==> src/vrp_pkg.sv <==
// ----------------------------------------------------------------------------
// vrp_pkg: shared types, codes and helpers of the video register port
// Command and register codes, memory map constants, the stage-two payload
// and memory request structs, and the nametable/palette index helpers.
// ----------------------------------------------------------------------------
`timescale 1ns / 1ps

package vrp_pkg;

   // Commands carried in req_tuser
   localparam logic [2:0] CMD_READ      = 3'd0;
   localparam logic [2:0] CMD_WRITE     = 3'd1;
   localparam logic [2:0] CMD_VBLANK    = 3'd2;
   localparam logic [2:0] CMD_PRERENDER = 3'd3;
   localparam logic [2:0] CMD_HIT       = 3'd4;
   localparam logic [2:0] CMD_OVERFLOW  = 3'd5;

   // Register numbers
   localparam logic [2:0] REG_CONTROL   = 3'd0;
   localparam logic [2:0] REG_MASK      = 3'd1;
   localparam logic [2:0] REG_STATUS    = 3'd2;
   localparam logic [2:0] REG_OAM_ADDR  = 3'd3;
   localparam logic [2:0] REG_OAM_DATA  = 3'd4;
   localparam logic [2:0] REG_SCROLL    = 3'd5;
   localparam logic [2:0] REG_ADDR      = 3'd6;
   localparam logic [2:0] REG_DATA      = 3'd7;

   // Nametable mirroring modes
   localparam logic [1:0] MIR_HORIZONTAL = 2'd0;
   localparam logic [1:0] MIR_VERTICAL   = 2'd1;
   localparam logic [1:0] MIR_SINGLE_LO  = 2'd2;
   localparam logic [1:0] MIR_SINGLE_HI  = 2'd3;

   // Open-bus update done in stage two
   localparam logic [2:0] OB_KEEP   = 3'd0;
   localparam logic [2:0] OB_LOAD   = 3'd1;
   localparam logic [2:0] OB_STATUS = 3'd2;
   localparam logic [2:0] OB_MEM    = 3'd3;
   localparam logic [2:0] OB_BUFFER = 3'd4;

   // Memory selects
   localparam logic [1:0] SRC_SPRITE    = 2'd0;
   localparam logic [1:0] SRC_PATTERN   = 2'd1;
   localparam logic [1:0] SRC_NAMETABLE = 2'd2;
   localparam logic [1:0] SRC_PALETTE   = 2'd3;

   // Sizes and memory map
   localparam int NAMETABLE_BYTES_DEF = 2048;
   localparam int PATTERN_BYTES       = 8192;
   localparam int PALETTE_ENTRIES     = 32;
   localparam int SPRITE_BYTES        = 256;
   localparam int PALETTE_WIDTH       = 6;

   localparam logic [13:0] PATTERN_LIMIT = 14'h2000;
   localparam logic [13:0] PALETTE_BASE  = 14'h3f00;

   // Status flag bits
   localparam int ST_VBLANK   = 2;
   localparam int ST_HIT      = 1;
   localparam int ST_OVERFLOW = 0;

   // Memory access issued on the accept edge
   typedef struct packed {
      logic        rd;
      logic        wr;
      logic [1:0]  src;
      logic [12:0] addr;
      logic [7:0]  wdata;
   } mem_req_type;

   // Payload of stage two
   typedef struct packed {
      logic [2:0]  ob_op;
      logic [1:0]  src;
      logic [7:0]  wr_byte;
      logic [2:0]  status;
      logic        nmi;
      logic [14:0] vram;
      logic [2:0]  fine;
      logic [7:0]  control;
      logic [7:0]  mask;
   } stage_type;

   // Result beat
   typedef struct packed {
      logic [7:0]  read_data;
      logic        nmi;
      logic [14:0] vram;
      logic [2:0]  fine;
      logic [7:0]  control;
      logic [7:0]  mask;
   } rsp_type;

   // Nametable index under the four mirroring modes
   function automatic logic [10:0] nt_index(input logic [1:0] mirroring,
                                            input logic [13:0] a);
      logic [10:0] idx;
      case (mirroring)
         MIR_HORIZONTAL: idx = {a[11], a[9:0]};
         MIR_VERTICAL:   idx = a[10:0];
         MIR_SINGLE_LO:  idx = {1'b0, a[9:0]};
         default:        idx = {1'b1, a[9:0]};
      endcase
      return idx;
   endfunction

   // Palette index; backdrop entries of sprite palettes fold down
   function automatic logic [4:0] pal_index(input logic [13:0] a);
      logic [4:0] p;
      p = a[4:0];
      if (p[4] && (p[1:0] == 2'b00)) begin
         p[4] = 1'b0;
      end
      return p;
   endfunction

endpackage

==> src/vrp_exec.sv <==
// ----------------------------------------------------------------------------
// vrp_exec: register state and memory access of the video register port
// Applies each accepted beat to the register state, issues its memory
// access and hands the post-step state to stage two.
// ----------------------------------------------------------------------------
`timescale 1ns / 1ps

module vrp_exec (
   input  logic                 clock,
   input  logic                 reset,
   input  logic                 csr_valid,
   output logic                 csr_ready,
   input  logic [1:0]           csr_data,
   input  logic                 req_tvalid,
   input  logic [5:0]           req_tuser,   // cmd[2:0], reg_index[5:3]
   input  logic [7:0]           req_tdata,   // write_data[7:0]
   input  logic                 mid_ready,
   output logic                 mid_load,
   output vrp_pkg::stage_type   mid_data,
   output vrp_pkg::mem_req_type mem_req
);

   logic [1:0]  mirroring_ff;
   logic [7:0]  control_ff, control_in;
   logic [7:0]  mask_ff, mask_in;
   logic [2:0]  status_ff, status_in;
   logic [7:0]  sprite_addr_ff, sprite_addr_in;
   logic        toggle_ff, toggle_in;
   logic [14:0] vram_ff, vram_in;
   logic [14:0] temp_ff, temp_in;
   logic [2:0]  fine_ff, fine_in;

   logic        fire;
   logic [2:0]  cmd;
   logic [2:0]  reg_sel;
   logic [7:0]  wbyte;
   logic [13:0] mem_addr;
   logic [14:0] vram_step;
   logic [1:0]  data_src;
   logic [12:0] data_addr;

   assign cmd       = req_tuser[2:0];
   assign reg_sel   = req_tuser[5:3];
   assign wbyte     = req_tdata;
   assign fire      = req_tvalid && mid_ready;
   assign mid_load  = fire;
   assign csr_ready = 1'b1;
   assign mem_addr  = vram_ff[13:0];

   // address advance wraps in 14 bits, bit 14 kept
   assign vram_step = {vram_ff[14],
                       mem_addr + (control_ff[2] ? 14'd32 : 14'd1)};

   // data-port decode of the memory map
   always_comb begin
      if (mem_addr < vrp_pkg::PATTERN_LIMIT) begin
         data_src  = vrp_pkg::SRC_PATTERN;
         data_addr = mem_addr[12:0];
      end else if (mem_addr < vrp_pkg::PALETTE_BASE) begin
         data_src  = vrp_pkg::SRC_NAMETABLE;
         data_addr = {2'b00, vrp_pkg::nt_index(mirroring_ff, mem_addr)};
      end else begin
         data_src  = vrp_pkg::SRC_PALETTE;
         data_addr = {8'd0, vrp_pkg::pal_index(mem_addr)};
      end
   end

   // next state, memory request and stage-two payload
   always_comb begin
      control_in     = control_ff;
      mask_in        = mask_ff;
      status_in      = status_ff;
      sprite_addr_in = sprite_addr_ff;
      toggle_in      = toggle_ff;
      vram_in        = vram_ff;
      temp_in        = temp_ff;
      fine_in        = fine_ff;

      mem_req.rd    = 1'b0;
      mem_req.wr    = 1'b0;
      mem_req.src   = data_src;
      mem_req.addr  = data_addr;
      mem_req.wdata = wbyte;

      mid_data.ob_op   = vrp_pkg::OB_KEEP;
      mid_data.src     = data_src;
      mid_data.wr_byte = wbyte;
      mid_data.status  = status_ff;
      mid_data.nmi     = 1'b0;

      case (cmd)
         vrp_pkg::CMD_READ: begin
            case (reg_sel)
               vrp_pkg::REG_STATUS: begin
                  mid_data.ob_op = vrp_pkg::OB_STATUS;
                  toggle_in = 1'b0;
                  status_in[vrp_pkg::ST_VBLANK] = 1'b0;
               end
               vrp_pkg::REG_OAM_DATA: begin
                  mid_data.ob_op = vrp_pkg::OB_MEM;
                  mid_data.src   = vrp_pkg::SRC_SPRITE;
                  mem_req.rd     = 1'b1;
                  mem_req.src    = vrp_pkg::SRC_SPRITE;
                  mem_req.addr   = {5'd0, sprite_addr_ff};
               end
               vrp_pkg::REG_DATA: begin
                  mem_req.rd = 1'b1;
                  if (data_src == vrp_pkg::SRC_PALETTE) begin
                     mid_data.ob_op = vrp_pkg::OB_MEM;
                  end else begin
                     mid_data.ob_op = vrp_pkg::OB_BUFFER;
                  end
                  vram_in = vram_step;
               end
               default: begin
               end
            endcase
         end
         vrp_pkg::CMD_WRITE: begin
            mid_data.ob_op = vrp_pkg::OB_LOAD;
            case (reg_sel)
               vrp_pkg::REG_CONTROL: begin
                  control_in     = wbyte;
                  temp_in[11:10] = wbyte[1:0];
               end
               vrp_pkg::REG_MASK: begin
                  mask_in = wbyte;
               end
               vrp_pkg::REG_OAM_ADDR: begin
                  sprite_addr_in = wbyte;
               end
               vrp_pkg::REG_OAM_DATA: begin
                  mem_req.wr     = 1'b1;
                  mem_req.src    = vrp_pkg::SRC_SPRITE;
                  mem_req.addr   = {5'd0, sprite_addr_ff};
                  sprite_addr_in = sprite_addr_ff + 8'd1;
               end
               vrp_pkg::REG_SCROLL: begin
                  if (!toggle_ff) begin
                     temp_in[4:0] = wbyte[7:3];
                     fine_in      = wbyte[2:0];
                  end else begin
                     temp_in[9:5]   = wbyte[7:3];
                     temp_in[14:12] = wbyte[2:0];
                  end
                  toggle_in = !toggle_ff;
               end
               vrp_pkg::REG_ADDR: begin
                  if (!toggle_ff) begin
                     temp_in = {1'b0, wbyte[5:0], temp_ff[7:0]};
                  end else begin
                     temp_in = {temp_ff[14:8], wbyte};
                     vram_in = {temp_ff[14:8], wbyte};
                  end
                  toggle_in = !toggle_ff;
               end
               vrp_pkg::REG_DATA: begin
                  mem_req.wr = 1'b1;
                  vram_in    = vram_step;
               end
               default: begin
               end
            endcase
         end
         vrp_pkg::CMD_VBLANK: begin
            status_in[vrp_pkg::ST_VBLANK] = 1'b1;
            mid_data.nmi = control_ff[7];
         end
         vrp_pkg::CMD_PRERENDER: begin
            status_in = 3'b000;
         end
         vrp_pkg::CMD_HIT: begin
            status_in[vrp_pkg::ST_HIT] = 1'b1;
         end
         vrp_pkg::CMD_OVERFLOW: begin
            status_in[vrp_pkg::ST_OVERFLOW] = 1'b1;
         end
         default: begin
         end
      endcase

      // memory access only on an accepted beat
      mem_req.rd = mem_req.rd && fire;
      mem_req.wr = mem_req.wr && fire;

      mid_data.vram    = vram_in;
      mid_data.fine    = fine_in;
      mid_data.control = control_in;
      mid_data.mask    = mask_in;
   end

   // register state
   always_ff @(posedge clock) begin
      if (reset) begin
         mirroring_ff   <= vrp_pkg::MIR_VERTICAL;
         control_ff     <= 8'd0;
         mask_ff        <= 8'd0;
         status_ff      <= 3'b101;
         sprite_addr_ff <= 8'd0;
         toggle_ff      <= 1'b0;
         vram_ff        <= 15'd0;
         temp_ff        <= 15'd0;
         fine_ff        <= 3'd0;
      end else begin
         if (csr_valid && csr_ready) begin
            mirroring_ff <= csr_data;
         end
         if (fire) begin
            control_ff     <= control_in;
            mask_ff        <= mask_in;
            status_ff      <= status_in;
            sprite_addr_ff <= sprite_addr_in;
            toggle_ff      <= toggle_in;
            vram_ff        <= vram_in;
            temp_ff        <= temp_in;
            fine_ff        <= fine_in;
         end
      end
   end

`ifndef SYNTHESIS
   // a status read resets the write toggle
   a_status_clears_toggle: assert property (@(posedge clock) disable iff (reset)
      fire && (cmd == vrp_pkg::CMD_READ) && (reg_sel == vrp_pkg::REG_STATUS)
      |=> !toggle_ff)
      else $error("write toggle not cleared by status read");

   // data-port advance keeps address bit 14
   a_step_keeps_bit14: assert property (@(posedge clock) disable iff (reset)
      fire && (reg_sel == vrp_pkg::REG_DATA)
      && ((cmd == vrp_pkg::CMD_READ) || (cmd == vrp_pkg::CMD_WRITE))
      |=> vram_ff[14] == $past(vram_ff[14]))
      else $error("data-port advance changed address bit 14");

   // nmi comes only from vblank begin
   a_nmi_source: assert property (@(posedge clock) disable iff (reset)
      fire && mid_data.nmi |-> (cmd == vrp_pkg::CMD_VBLANK) && control_ff[7])
      else $error("nmi raised outside vblank begin");
`endif

endmodule

==> config.mk <==
export PLATFORM = sky130hd
export DESIGN_NAME = vrp_exec
export DESIGN_NICKNAME = d
export VERILOG_FILES = /design/src/vrp_pkg.sv /design/src/vrp_exec.sv
export SDC_FILE = /design/constraint.sdc
export NUM_CORES = 1
export LEC_CHECK = 0
export BUFFER_PORTS_ARGS = -buffer_cell sky130_fd_sc_hd__buf_4
export CAP_MARGIN = 20
export CORE_ASPECT_RATIO = 1.25
export CORE_MARGIN = 4
export CORE_UTILIZATION = 55
export DETAILED_ROUTE_END_ITERATION = 8
export PLACE_DENSITY = 0.78
export SLEW_MARGIN = 30
export SYNTH_ARGS = -nofsm -noshare
export SYNTH_HDL_FRONTEND = slang
export SYNTH_SLANG_ARGS = --single-unit
==> constraint.sdc <==
create_clock -name clock -period 2.8 [get_ports clock]
set_clock_uncertainty 0.2 [all_clocks]
set_input_delay 0.14 -clock clock [delete_from_list [all_inputs] [get_ports clock]]
set_output_delay 0.14 -clock clock [all_outputs]
set_load 0.02 [all_outputs]
# Yosys cells after proc, flatten, opt, wreduce, memory -nomap -nowiden

Index checks and enable logic that the tools add are counted.

Flip-flop bits (word level): 55
Bits in latches: 0
RAM bits: 0
Memory bits (read-only): 0
Output and inout bits: 78
Word-level logic and storage cells: 104
Memories kept: 0

Add/subtract/negate cells: 2
$mul: 0
Div/mod/pow operators: 0
Magnitude comparators: 2
Eq/ne operators: 19
Shift-type cells: 0
Muxes and demuxes: 43
Bitwise logic cells: 0
Reductions and logical operators: 26

Operators with widths:

| operator               | number |
|---|---|
| $mux W15               | 4 |
| $pmux W15 S2           | 2 |
| $pmux W11 S3           | 1 |
| $mux W8                | 4 |
| $lt A14 B14 Y1 const B | 2 |
| $pmux W10 S2           | 1 |
| $eq A3 B3 Y1 const B   | 6 |
| $pmux W8 S2            | 1 |
| $mux W3                | 5 |
| $add A14 B6 Y14        | 1 |
| $mux W14               | 1 |
| $mux W13               | 1 |
| $eq A3 B2 Y1 const B   | 4 |
| $pmux W3 S2            | 2 |
| $reduce_bool A2 Y1     | 6 |
| $mux W11               | 1 |
| $mux W5                | 2 |
| $pmux W3 S3            | 1 |
| $add A8 B1 Y8 const B  | 1 |
| $mux W1                | 8 |
| $reduce_and A4 Y1      | 2 |
| $eq A3 B1 Y1 const B   | 2 |
| $logic_not A3 Y1       | 2 |
| $mux W2                | 3 |
| other kinds (16)       | 29 |

# Logic depth before layout (Yosys ltp)

Gate-level depths: netlist of run 1.

Word-level depth: 7
Mapped depth: 8

# Least setup slack after synthesis of run 1

Ideal clock, no wire load.

Path type: register to output
From: register vram_ff[11]
To: output mid_data[49] (netlist bit)
Arrival time: 2193 ps
Required time: 2460 ps
Slack: 267 ps
Cell stages (with the launch flop): 6
Buffers on the path: 1
Cells stage by stage: dfxtp_1 clkbuf_1 and3_1 and2_0 a31oi_1 a2111oi_0

RTL lines:

| item                     | line            | RTL |
|---|---|---|
| start: declaration       | vrp_exec.sv:29  | `logic [14:0] vram_ff, vram_in;` |
| start signal: assignment | vrp_exec.sv:214 | `vram_ff <= vram_in;` |
| end: declaration         | vrp_exec.sv:19  | `output vrp_pkg::stage_type mid_data,` |

==> results.txt, run 1 <==
----------------------------------------------------
[Worst setup path]
  Delay of the slowest cell on the worst path ... about 550 ps
  List of cells traversed by the critical path ... dlygate4sd3_1 -> buf_4 -> or3b_4 -> nor2_1 -> a221o_1 -> a32o_1 -> buf_4
  Number of buffer and inverter stages on the critical path ... 3
  Crit-path most repeated cell ... sky130_fd_sc_hd__buf_4
  Type of element capturing the critical path ... output pin
  Type of origin of the critical path ... input pin
  Critical path data arrival time ... 2430 ps
  Slowest cell on the critical path ... sky130_fd_sc_hd__dlygate4sd3_1
  Worst endpoint required time ... approximately 2500 ps
  Crit Path Class ... in -> out
  Critical Path Fanout Max ... 11
  Largest delay contributor family on the critical path ... simple AND/OR/NAND/NOR gates

[Drt]
  Detailed-route DRC error count ... 0
  WL final ... approximately 14,000 um
  Vias per cell ... between 6 and 7
  Routed wire per std cell ... about 20 um
  Violation count after the first detailed-route iteration ... around 450
  Number of detailed-routing iterations run before antenna repair ... 5
  Number of vias in the routed layout ... roughly 4,700
  Number of nets with antenna violations after detailed routing ... 0

[Finish]
  Number of antenna repair diodes ... 0
  Fraction of final layout cells sized beyond drive strength 1 ... 0.269
  Syn-to-layout area delta ... 21.4%
  Filler Cell Count ... around 650
  Utilization after layout ... 0.697
  Number of nets in the final layout ... roughly 650

[GRT]
  Via count of the first global-routing pass ... ~4,400
  Number of antenna violations at the first check in global routing ... 0
  Global-route wire length before repair ... roughly 22,000 um
  Largest net degree at the start of global routing ... 57
  Global-route usage over all layers ... 0.305
  Total overflow reported by the global router ... 0

[Yosys]
  Flops & latches, synth ... between 50 and 60
  Synthesized Nets ... about 590
  Cell area after synthesis ... 4080 um2
  Number of warnings reported in the yosys synthesis log ... 0
  Syn avg cell area ... about 7.2 um2
  Unique cell type count in the Yosys netlist ... 74
  Seq/Total Area, Yosys ... 0.270
  Main synth FF type ... sky130_fd_sc_hd__dfxtp_1
  Number of flops mapped to enable cells by yosys ... 0
  Post-synthesis cell count ... 564
  Post-synthesis async set-or-reset flop share ... 0

[Pwr]
  Maximum resistive drop on vdd ... around 270 uV
  Power per unit of standard cell area ... roughly 350 nW/um2
  Leakage dissipation ... about 2.0 nW

[Clocking]
  Buffer cell driving the clock tree root ... sky130_fd_sc_hd__clkbuf_8
  Clock slew at the register clock pins of the worst setup and hold paths ... approximately 120 ps
  Later-pin clock latency in the skew report ... about 320 ps
  Maximum clock path buffer count ... 2
  TritonCTS buffer count ... 5
  Max H-tree Level ... 2
  CTS tree ... done
  CTS sink count ... 55

[Die]
  Number of ports placed on the die boundary ... slightly below 100
  Floorplan die height ... ~100 um
  Horiz. Die Dim ... 85.1 um
  Placeable core region ... around 7100 um2
  Floorplan row count ... 34
  Die outline area ... 8870 um2
  Effective utilization at floorplan ... 0.574

[STA]
  Share of the clock period used by the worst path after layout ... 0.990
  # setup viols final ... 0
  Max Transition Viols Final ... 0
  Hold Worst Slack ... between 15 and 20 ps
  Post-route setup TNS ... 0 ps
  Unrepaired setup endpoints after global routing ... true
  Count of final hold-check violations ... 0
  Measured slew at the worst slew-check pin ... 643 ps
  Maximum clock rate ... about 0.36 GHz
  Max-slew headroom at the worst pin ... 0.571
  Final period demand of the worst path ... between 2000 and 3000 ps

[Placement]
  Post-DP HPWL ... 9920 um
  Routability congestion estimate from global placement ... approximately 0.96
  IO Port Bufs ... 97

[Worst hold path]
  Hold WC Path Type ... in -> reg

[Job]
  Count of maximum capacitance violations ... 0

[Status]
  Status ... finished clean

----------------------------------------------------
[final timing paths]
check	start	end	slack, ps	cells past startpoint
worst max-delay path	req_tuser[2]	mid_data[32]	30	7
worst min-delay path	req_tuser[1]	status_ff[1]$_SDFFE_PP0P_	20	3
worst max register to register	control_ff[2]$_SDFFE_PP0P_	vram_ff[10]$_SDFFE_PP0P_	530	9
worst min register to register	mask_ff[3]$_SDFFE_PP0P_	mask_ff[3]$_SDFFE_PP0P_	260	2
[metrics by stage]
stage	total power, mW	instance area [um2]	std cells	setup WS [ps]
floorplan	1.07	4080	564	267
global placement	1.19	4690	700	315
detailed placement	1.20	4690	700	270
CTS	1.70	4900	717	9.10
global route	1.77	4950	719	-57.5
finish	1.72	4950	719	27.8
[state kept, by name, indices dropped and copies added, names as in the netlist]
name and flops:
toggle_ff 1, mask_ff 8, mirroring_ff 2, temp_ff 7, fine_ff 3, control_ff 8
vram_ff 15, sprite_addr_ff 8, status_ff 3
[per-layer routing]
metal  global-route usage  wire [um]  part of all wire
met1                0.392       5490              0.39
met2                0.509       6880              0.49
met3               0.0452       1240             0.088
met4                0.118        532             0.038
met5                    0          0                 0
[power by group]
group	leakage (nW)	internal (mW)	total, mW	switching (mW)
registers	0.448	0.801	0.820	0.0190
logic	1.49	0.145	0.383	0.238
clock network	0.0533	0.210	0.515	0.305
[cells by family after synthesis]
logic type,Yosys count,share of synthesized area
AND/OR/NAND/NOR,252,0.300
AO/OA/AOI/OAI,152,0.253
buffers and inverters,72,0.0901
flip-flops,55,0.270
multiplexers,25,0.0674
adder cells (fa/ha/maj),4,0.0123
XOR/XNOR,3,0.00644
other,1,0.000919
[layout by cell type, fill, tap and decap left out, drive strengths merged, types with 3 or more instances in the layout]
cell type | synthesis | routed
o21ai | 33 | 33
dfxtp | 55 | 55
nor3b | 7 | 7
nand3 | 16 | 16
o31ai | 6 | 6
inv | 6 | 7
nand2 | 81 | 81
or3 | 3 | 3
or3b | 3 | 3
clkbuf | 31 | 6
dlygate4sd3 | 0 | 9
nand3b | 3 | 3
a21bo | 3 | 3
nor3 | 23 | 23
nand4 | 10 | 10
o22ai | 4 | 4
nor4 | 3 | 3
nor2 | 68 | 68
and2 | 5 | 5
mux2 | 20 | 20
and3 | 11 | 11
nor2b | 5 | 5
buf | 35 | 114
nand2b | 5 | 5
a21oi | 32 | 32
a21boi | 3 | 3
a22oi | 16 | 16
mux2i | 5 | 5
a211oi | 9 | 9
ha | 4 | 4
a31oi | 12 | 12
[synthesized netlist by cell type, types with 6 or more instances]
cell type                   n  area share
sky130_fd_sc_hd__nor2_1    68       0.063
sky130_fd_sc_hd__buf_4     17       0.031
sky130_fd_sc_hd__mux2_2    20       0.055
sky130_fd_sc_hd__nand3_1   16       0.020
sky130_fd_sc_hd__clkbuf_1  31       0.029
sky130_fd_sc_hd__nand2_1   81       0.074
sky130_fd_sc_hd__o21ai_0   33       0.040
sky130_fd_sc_hd__nor3_1    22       0.027
sky130_fd_sc_hd__a211oi_1   8       0.015
sky130_fd_sc_hd__and3_1    11       0.017
sky130_fd_sc_hd__a21oi_1   32       0.039
sky130_fd_sc_hd__nand4_1   10       0.015
sky130_fd_sc_hd__inv_1      6      0.0055
sky130_fd_sc_hd__a31oi_1   12       0.018
sky130_fd_sc_hd__a22oi_1   16       0.029
sky130_fd_sc_hd__dfxtp_1   55        0.27
sky130_fd_sc_hd__o31ai_1    6       0.011
sky130_fd_sc_hd__buf_2     15       0.018
[worst register-to-register path: stages, from the launching register on]
cell and delay (ps):
sky130_fd_sc_hd__dfxtp_2 360, sky130_fd_sc_hd__inv_1 60, sky130_fd_sc_hd__ha_1 210, sky130_fd_sc_hd__ha_4 170
sky130_fd_sc_hd__and3_4 210, sky130_fd_sc_hd__a31oi_2 150, sky130_fd_sc_hd__o41ai_1 370, sky130_fd_sc_hd__nor3_1 110
sky130_fd_sc_hd__buf_4 140, sky130_fd_sc_hd__a311oi_1 220
[layout make-up]
| type | count | area (um2) | area share |
|---|---|---|---|
| multi-input cells | 437 | 2670 | 0.538 |
| repair buffers | 123 | 946 | 0.191 |
| flip-flops and latches | 55 | 1110 | 0.223 |
| inverters | 6 | 22.5 | 0.00455 |
| clock buffers | 6 | 82.6 | 0.0167 |
| clock inverters | 2 | 20.0 | 0.00404 |
| well taps | 90 | 113 | 0.0227 |
[what timing repair did]
| item | 4_1_cts | 5_1_grt |
|---|---|---|
| pin swaps | 0 | 2 |
| resized for setup | 4 | 10 |
| hold endpoints to repair | 6 | 0 |
| hold buffers | 9 | 0 |
| endpoints found under the setup margin | 1 | 15 |
| setup buffers | 0 | 2 |
| cloned | 0 | 0 |
Note: power is estimated with default switching activity, not from simulation.
==> run 2: changes to the inputs <==
==> constraint.sdc (replaced) <==
create_clock -name clock -period 2.8 [get_ports clock]
set_clock_uncertainty 0.2 [all_clocks]
set_input_delay 0.42 -clock clock [delete_from_list [all_inputs] [get_ports clock]]
set_output_delay 0.42 -clock clock [all_outputs]
set_load 0.02 [all_outputs]
==> results.txt, run 2 (synthesized netlist as in run 1, its figures left out) <==
----------------------------------------------------
[Worst setup path]
  Delay of the slowest cell on the worst path ... 470 ps (-80 ps)
  Number of buffer and inverter stages on the critical path ... 2 (-1)
  Critical Path Fanout Max ... 5 (-6)
  Crit Path Class ... reg -> out
  List of cells traversed by the critical path ... inv_2 -> ha_4 -> ha_4 -> and3_4 -> a31oi_4 -> or4_4 -> a21oi_4 -> or2_4 -> buf_6
  Type of element capturing the critical path ... output pin
  Critical path data arrival time ... 2160 ps (-270 ps)
  Largest delay contributor family on the critical path ... simple AND/OR/NAND/NOR gates
  Type of origin of the critical path ... register
  Worst endpoint required time ... 2180 ps (-280 ps)
  Crit-path most repeated cell ... sky130_fd_sc_hd__ha_4
  Slowest cell on the critical path ... sky130_fd_sc_hd__or4_4

[Pwr]
  Power dissipated by switching net loads ... 0.552 mW (-1.8%)
  Proportion of power drawn by flip-flops and latches ... 0.484 (+0.007)
  Power per unit of standard cell area ... 328 nW/um2 (-5.3%)
  Sw Share ... 0.328 (+0.000941)
  Internal Pwr Total ... 1.13 mW (-2.2%)
  Maximum resistive drop on vdd ... 298 uV (+10%)
  Clk pwr share ... 0.283 (-0.017)
  Leakage dissipation ... 2.08 nW (+4.5%)
  Logic gate share of total power ... 0.233 (+0.010)

[GRT]
  Global-route usage over all layers ... 0.308 (+0.00252)
  Global-route wire length before repair ... 22,300 um (-0.37%)
  Largest net degree at the start of global routing ... 57 (unchanged)
  Total overflow reported by the global router ... 0 (unchanged)
  Via count of the first global-routing pass ... 4,350 (-0.98%)
  Number of antenna violations at the first check in global routing ... 0 (unchanged)

[Clocking]
  Post-cts hold buffer count ... 0 (-9)
  CTS tree ... done
  Maximum clock path buffer count ... 2 (unchanged)
  Max H-tree Level ... 2 (unchanged)
  Clock slew at the register clock pins of the worst setup and hold paths ... 100 ps (-20 ps)
  Buffer cell driving the clock tree root ... sky130_fd_sc_hd__clkbuf_8
  TritonCTS buffer count ... 5 (unchanged)
  Later-pin clock latency in the skew report ... 320 ps (about the same)
  CTS sink count ... 55 (unchanged)

[Job]
  Count of maximum capacitance violations ... 0 (unchanged)

[Placement]
  Placed cells ... 724 (+3.4%)
  Post-DP HPWL ... 10,200 um (+2.7%)
  Routability congestion estimate from global placement ... 0.939 (-1.8%)
  IO Port Bufs ... 97 (unchanged)
  Worst setup timing slack at the placement stage ... 99.9 ps (-170 ps)

[STA]
  Max-slew headroom at the worst pin ... 0.582 (+0.0111)
  Share of the clock period used by the worst path after layout ... 0.993 (+0.00310)
  Count of final hold-check violations ... 0 (unchanged)
  Unrepaired setup endpoints after global routing ... true
  Measured slew at the worst slew-check pin ... 626 ps (-16.7 ps)
  Final period demand of the worst path ... 2780 ps (+8.67 ps)
  # setup viols final ... 0 (unchanged)
  Worst-case setup margin in the final layout ... 19.1 ps (-8.67 ps)
  Max Transition Viols Final ... 0 (unchanged)
  Maximum clock rate ... 0.360 GHz (-0.31%)

[Drt]
  Vias per cell ... 6.38 (-2.1%)
  Violation count after the first detailed-route iteration ... 486 (+7.5%)
  Detailed-route DRC error count ... 0 (unchanged)
  Number of detailed-routing iterations run before antenna repair ... 5 (unchanged)
  WL final ... 14,100 um (about the same)
  Number of nets with antenna violations after detailed routing ... 0 (unchanged)
  Routed wire per std cell ... 19.2 um (-2.2%)
  Number of vias in the routed layout ... 4,686 (+0.11%)

[Die]
  Horiz. Die Dim ... 85.1 um (unchanged)
  Number of ports placed on the die boundary ... 99 (unchanged)
  Placeable core region ... 7100 um2 (unchanged)
  Effective utilization at floorplan ... 0.574 (unchanged)
  Floorplan row count ... 34 (unchanged)
  Floorplan die height ... 104 um (unchanged)
  Die outline area ... 8870 um2 (unchanged)

[Finish]
  Largest register FFs ... 15 (unchanged)
  Commonest non-fill, non-tap cell in the layout ... sky130_fd_sc_hd__buf_4
  Top library cells by usage in the layout, fill and taps aside ... sky130_fd_sc_hd__buf_4 (138), sky130_fd_sc_hd__nand2_1 (81), sky130_fd_sc_hd__nor2_1 (68)
  Final cell count without fillers ... 735 (+2.2%)
  Number of nets in the final layout ... 669 (+2.5%)
  Utilization after layout ... 0.721 (+0.0240)
  Syn-to-layout area delta ... 25.6%
  Most flops, register ... vram_ff
  Fraction of final layout cells sized beyond drive strength 1 ... 0.321 (+0.0522)
  Number of antenna repair diodes ... 0 (unchanged)

[Worst hold path]
  Hold WC Path Type ... in -> reg

[Status]
  Status ... finished clean

----------------------------------------------------
[run 2: through the flow]
| step | setup TNS [ps] | hold slack, ps | power, mW | instance area [um2] |
|---|---|---|---|---|
| detailed placement | 0 | 246 | 1.21 | 4870 |
| global route | -106 | 127 | 1.74 | 5120 |
| CTS | 0 | 101 | 1.68 | 5080 |
| global placement | 0 | 239 | 1.20 | 4870 |
| finish | 0 | 106 | 1.68 | 5120 |
| floorplan | 0 | 233 | 1.07 | 4080 |
[run 2: worst register-to-register path, cell delays in order (launching register included)]
cell                       delay [ps]
sky130_fd_sc_hd__dfxtp_2          350
sky130_fd_sc_hd__inv_2             50
sky130_fd_sc_hd__ha_4             160
sky130_fd_sc_hd__ha_4             150
sky130_fd_sc_hd__and3_4           160
sky130_fd_sc_hd__a31o_4           280
sky130_fd_sc_hd__a21oi_1          140
sky130_fd_sc_hd__and3b_1          200
sky130_fd_sc_hd__a311oi_1         310
[run 2: cell type report]
class                           count  area, um2
Fill cell                         610       1980
Clock inverter                      2       16.3
Clock buffer                        6       72.6
Multi-Input combinational cell    437       2750
Timing Repair Buffer              139       1050
Tap cell                           90        113
Sequential cell                    55       1110
Inverter                            6       22.5
[run 2: power groups by stage]
stage | Sequential [mW] | Combinational [mW] | Clock [mW]
after global routing | 0.817 | 0.418 | 0.503
after detailed placement | 0.830 | 0.379 | 0
after global placement | 0.829 | 0.373 | 0
after floorplan | 0.829 | 0.242 | 0
after CTS | 0.814 | 0.386 | 0.482
final | 0.814 | 0.392 | 0.476
[run 2: metal layers]
metal	part of all wire	vias up	global-route usage
met5	0	-	0
met4	0.030	0	0.112
met3	0.086	35	0.0499
met2	0.49	273	0.527
met1	0.40	2201	0.384
li1	-	2177	-
[run 2: final timing paths]
kind	start	end	slack [ps]	cells after the start
max	control_ff[2]$_SDFFE_PP0P_	mid_data[31]	20	9
max reg2reg	control_ff[2]$_SDFFE_PP0P_	vram_ff[10]$_SDFFE_PP0P_	710	8
min	csr_data[0]	mirroring_ff[0]$_SDFFE_PP1P_	110	2
min reg2reg	mask_ff[7]$_SDFFE_PP0P_	mask_ff[7]$_SDFFE_PP0P_	260	2
[run 2: repair_timing]
item,in CTS,in global routing
resized for setup,25,12
pin swaps,5,4
buffers inserted,1,2
endpoints found under the setup margin,8,11
==> run 3: changes to the inputs <==
Settings changed: CELL_PAD_IN_SITES_DETAIL_PLACEMENT set to 0, CELL_PAD_IN_SITES_GLOBAL_PLACEMENT set to 1, CORE_UTILIZATION 55 to 35, PLACE_DENSITY 0.78 to 0.73.
Clock period 2.8 ns to 2.4 ns, I/O delays scaled along.
==> results.txt, run 3 (synthesized netlist as in run 1, its figures left out) <==
----------------------------------------------------
[Status]
  Status ... finished with violations
  Violated checks ... setup timing

[Drt]
  Violation count after the first detailed-route iteration ... 324 (-33%)
  Detailed-route DRC error count ... 0 (unchanged)
  Number of detailed-routing iterations run before antenna repair ... 4 (-1)
  Number of vias in the routed layout ... 4,881 (+4.2%)
  WL final ... 16,200 um (+15%)
  Routed wire per std cell ... 19.4 um (+0.59%)
  Vias per cell ... 5.83 (-8.5%)
  Number of nets with antenna violations after detailed routing ... 0 (unchanged)

[STA]
  Share of the clock period used by the worst path after layout ... 1.15
  Max-slew headroom at the worst pin ... 0.561 (-0.0216)
  Post-route setup TNS ... -2350 ps (-2350 ps)
  Final period demand of the worst path ... roughly 2800 ps
  Worst-case setup margin in the final layout ... -356 ps (-375 ps)
  Max Transition Viols Final ... 0 (unchanged)
  Unrepaired setup endpoints after global routing ... true
  Maximum clock rate ... around 0.36 GHz
  Measured slew at the worst slew-check pin ... 659 ps (+32.4 ps)
  Count of final hold-check violations ... 0 (unchanged)
  # setup viols final ... 19 (+19)

[Worst setup path]
  Largest delay contributor family on the critical path ... compound AO/OA/AOI/OAI gates
  Destination of the worst register-to-register timing path ... vram_ff[5]$_SDFFE_PP0P_
  Critical Path Source ... control_ff[2]$_SDFFE_PP0P_
  Number of buffer and inverter stages on the critical path ... 3 (+1)
  Critical Path Fanout Max ... 6 (+1)
  Launching point of the worst reg2reg path ... control_ff[2]$_SDFFE_PP0P_
  List of cells traversed by the critical path ... inv_2 -> ha_4 -> ha_4 -> and3_4 -> buf_6 -> a31o_4 -> nor3b_4 -> o22ai_1 -> a21boi_2 -> buf_6
  Type of origin of the critical path ... register
  Delay of the slowest cell on the worst path ... 340 ps (-130 ps)
  Minimum setup slack among reg-to-reg paths ... 40 ps (-670 ps)
  Type of element capturing the critical path ... output pin
  Critical path capture point ... mid_data[27]
  Worst endpoint required time ... 1840 ps (-340 ps)
  Crit. path cell count ... 10 (+1)
  R2R cell count ... 14 (+6)
  Crit Path Class ... reg -> out
  Critical path data arrival time ... 2200 ps (+40 ps)
  Slowest cell on the critical path ... sky130_fd_sc_hd__dfxtp_2

[Placement]
  IO Port Bufs ... 97 (unchanged)
  Placed Area ... 5340 um2 (+9.6%)
  Post-DP HPWL ... 11,300 um (+11%)
  Placed cells ... 812 (+12%)
  Worst setup timing slack at the placement stage ... -115 ps (-215 ps)
  Routability congestion estimate from global placement ... 0.898 (-4.3%)

[Die]
  Effective utilization at floorplan ... 0.363 (-0.212)
  Floorplan row count ... 43 (+26%)
  Die outline area ... 13,500 um2 (+52%)
  Horiz. Die Dim ... 105 um (+23%)
  Number of ports placed on the die boundary ... 99 (unchanged)
  Floorplan die height ... 129 um (+23%)
  Placeable core region ... 11,200 um2 (+58%)

[Finish]
  Number of nets in the final layout ... 726 (+8.5%)
  Number of antenna repair diodes ... 0 (unchanged)
  Top library cells by usage in the layout, fill and taps aside ... sky130_fd_sc_hd__buf_4 (162), sky130_fd_sc_hd__nand2_1 (78), sky130_fd_sc_hd__nor2_1 (65)
  Utilization after layout ... 0.544 (-0.178)
  Syn-to-layout area delta ... 49.8%
  Largest register FFs ... 15 (unchanged)
  Fraction of final layout cells sized beyond drive strength 1 ... 0.419 (+0.0979)
  Post-route cell area ... 6110 um2 (+19%)
  Most flops, register ... vram_ff
  Commonest non-fill, non-tap cell in the layout ... sky130_fd_sc_hd__buf_4
  Final cell count without fillers ... 837 (+14%)

[GRT]
  Largest net degree at the start of global routing ... 57 (unchanged)
  Global-route usage over all layers ... 0.231 (-0.0768)
  Total overflow reported by the global router ... 0 (unchanged)
  Via count of the first global-routing pass ... 4,553 (+4.7%)
  Number of antenna violations at the first check in global routing ... 0 (unchanged)
  Global-route wire length before repair ... 25,000 um (+12%)

[Clocking]
  Buffer cell driving the clock tree root ... sky130_fd_sc_hd__clkbuf_16
  CTS tree ... done
  Later-pin clock latency in the skew report ... 300 ps (-20 ps)
  Max H-tree Level ... 2 (unchanged)
  CTS sink count ... 55 (unchanged)
  Clock slew at the register clock pins of the worst setup and hold paths ... 70 ps (-30 ps)
  Maximum clock path buffer count ... 2 (unchanged)
  TritonCTS buffer count ... 5 (unchanged)

[Pwr]
  Leakage dissipation ... 2.50 nW (+20%)
  Maximum resistive drop on vdd ... 276 uV (-7.1%)
  Power per unit of standard cell area ... 373 nW/um2 (+14%)

[Worst hold path]
  Hold WC Path Type ... in -> reg
  Hold Startpoint ... csr_data[0]

[Job]
  Count of maximum capacitance violations ... 0 (unchanged)

----------------------------------------------------
run 3: cell count changes in the layout (fill, tap and decap cells not counted), moves of 4 or more:
cell / previous run / this run
sky130_fd_sc_hd__buf_4: 138 / 162
sky130_fd_sc_hd__clkbuf_8: 5 / 1
sky130_fd_sc_hd__buf_6: 1 / 28
sky130_fd_sc_hd__o21ai_2: 1 / 7
sky130_fd_sc_hd__clkbuf_16: 0 / 5
sky130_fd_sc_hd__mux2_2: 20 / 12
sky130_fd_sc_hd__mux2_4: 0 / 8
sky130_fd_sc_hd__o21ai_0: 31 / 21
sky130_fd_sc_hd__buf_12: 0 / 5
run 3: worst min-delay path by stage:
stage                                               to  slack, ps  depth (start not counted)
after floorplan                mask_ff[0]$_SDFFE_PP0P_        230                          2
after CTS                 mirroring_ff[0]$_SDFFE_PP1P_         60                          2
after global routing      mirroring_ff[0]$_SDFFE_PP1P_         70                          2
after detailed placement       mask_ff[1]$_SDFFE_PP0P_        250                          2
final                     mirroring_ff[0]$_SDFFE_PP1P_         60                          2
after global placement         mask_ff[1]$_SDFFE_PP0P_        240                          2
run 3: layout make-up:
type / instances / area, um2
Clock buffer: 6 / 139
Clock inverter: 2 / 16.3
Fill cell: 1064 / 5130
Inverter: 6 / 22.5
Multi-Input combinational cell: 437 / 3010
Sequential cell: 55 / 1110
Tap cell: 135 / 169
Timing Repair Buffer: 196 / 1650
run 3: where the power goes:
| group | switching (mW) | leakage, nW | internal, mW |
|---|---|---|---|
| registers | 0.0162 | 0.449 | 0.934 |
| clock network | 0.374 | 0.0731 | 0.419 |
| logic | 0.311 | 1.98 | 0.227 |
| total | 0.701 | 2.50 | 1.58 |
run 3: metal layers:
metal  vias to the layer above  GRT usage  wire length [um]
met3                        32     0.0386              1090
met5                         -          0                 0
li1                       2303          -                 -
met1                      2346      0.294              6590
met2                       200      0.405              8160
met4                         0     0.0664               366
run 3: worst register-to-register path, cell delays in order, from the launching register on:
cell and delay, ps:
sky130_fd_sc_hd__dfxtp_2 330, sky130_fd_sc_hd__inv_2 60, sky130_fd_sc_hd__ha_4 140, sky130_fd_sc_hd__buf_4 110, sky130_fd_sc_hd__and3_4 200, sky130_fd_sc_hd__buf_6 110
sky130_fd_sc_hd__nand3_4 80, sky130_fd_sc_hd__xnor2_2 140, sky130_fd_sc_hd__a22oi_2 90, sky130_fd_sc_hd__buf_4 140, sky130_fd_sc_hd__buf_4 120, sky130_fd_sc_hd__buf_4 120
sky130_fd_sc_hd__buf_4 130, sky130_fd_sc_hd__buf_4 120, sky130_fd_sc_hd__o41ai_2 170
run 3: timing repair:
item                                    in CTS  in global routing
endpoints found under the setup margin      18                 31
gates resized for setup                     48                 66
hold buffers                                 0                  0
pin swaps                                   22                 28
buffers inserted                            12                  8
cloned                                       0                  0
run 3: per-stage QoR:
stage	hold WS (ps)	power (mW)
6_report	61.8	2.28
5_1_grt	71.8	2.37
4_1_cts	59.0	2.27
3_5_place_dp	247	1.46
3_3_place_gp	238	1.45
2_1_floorplan	233	1.25
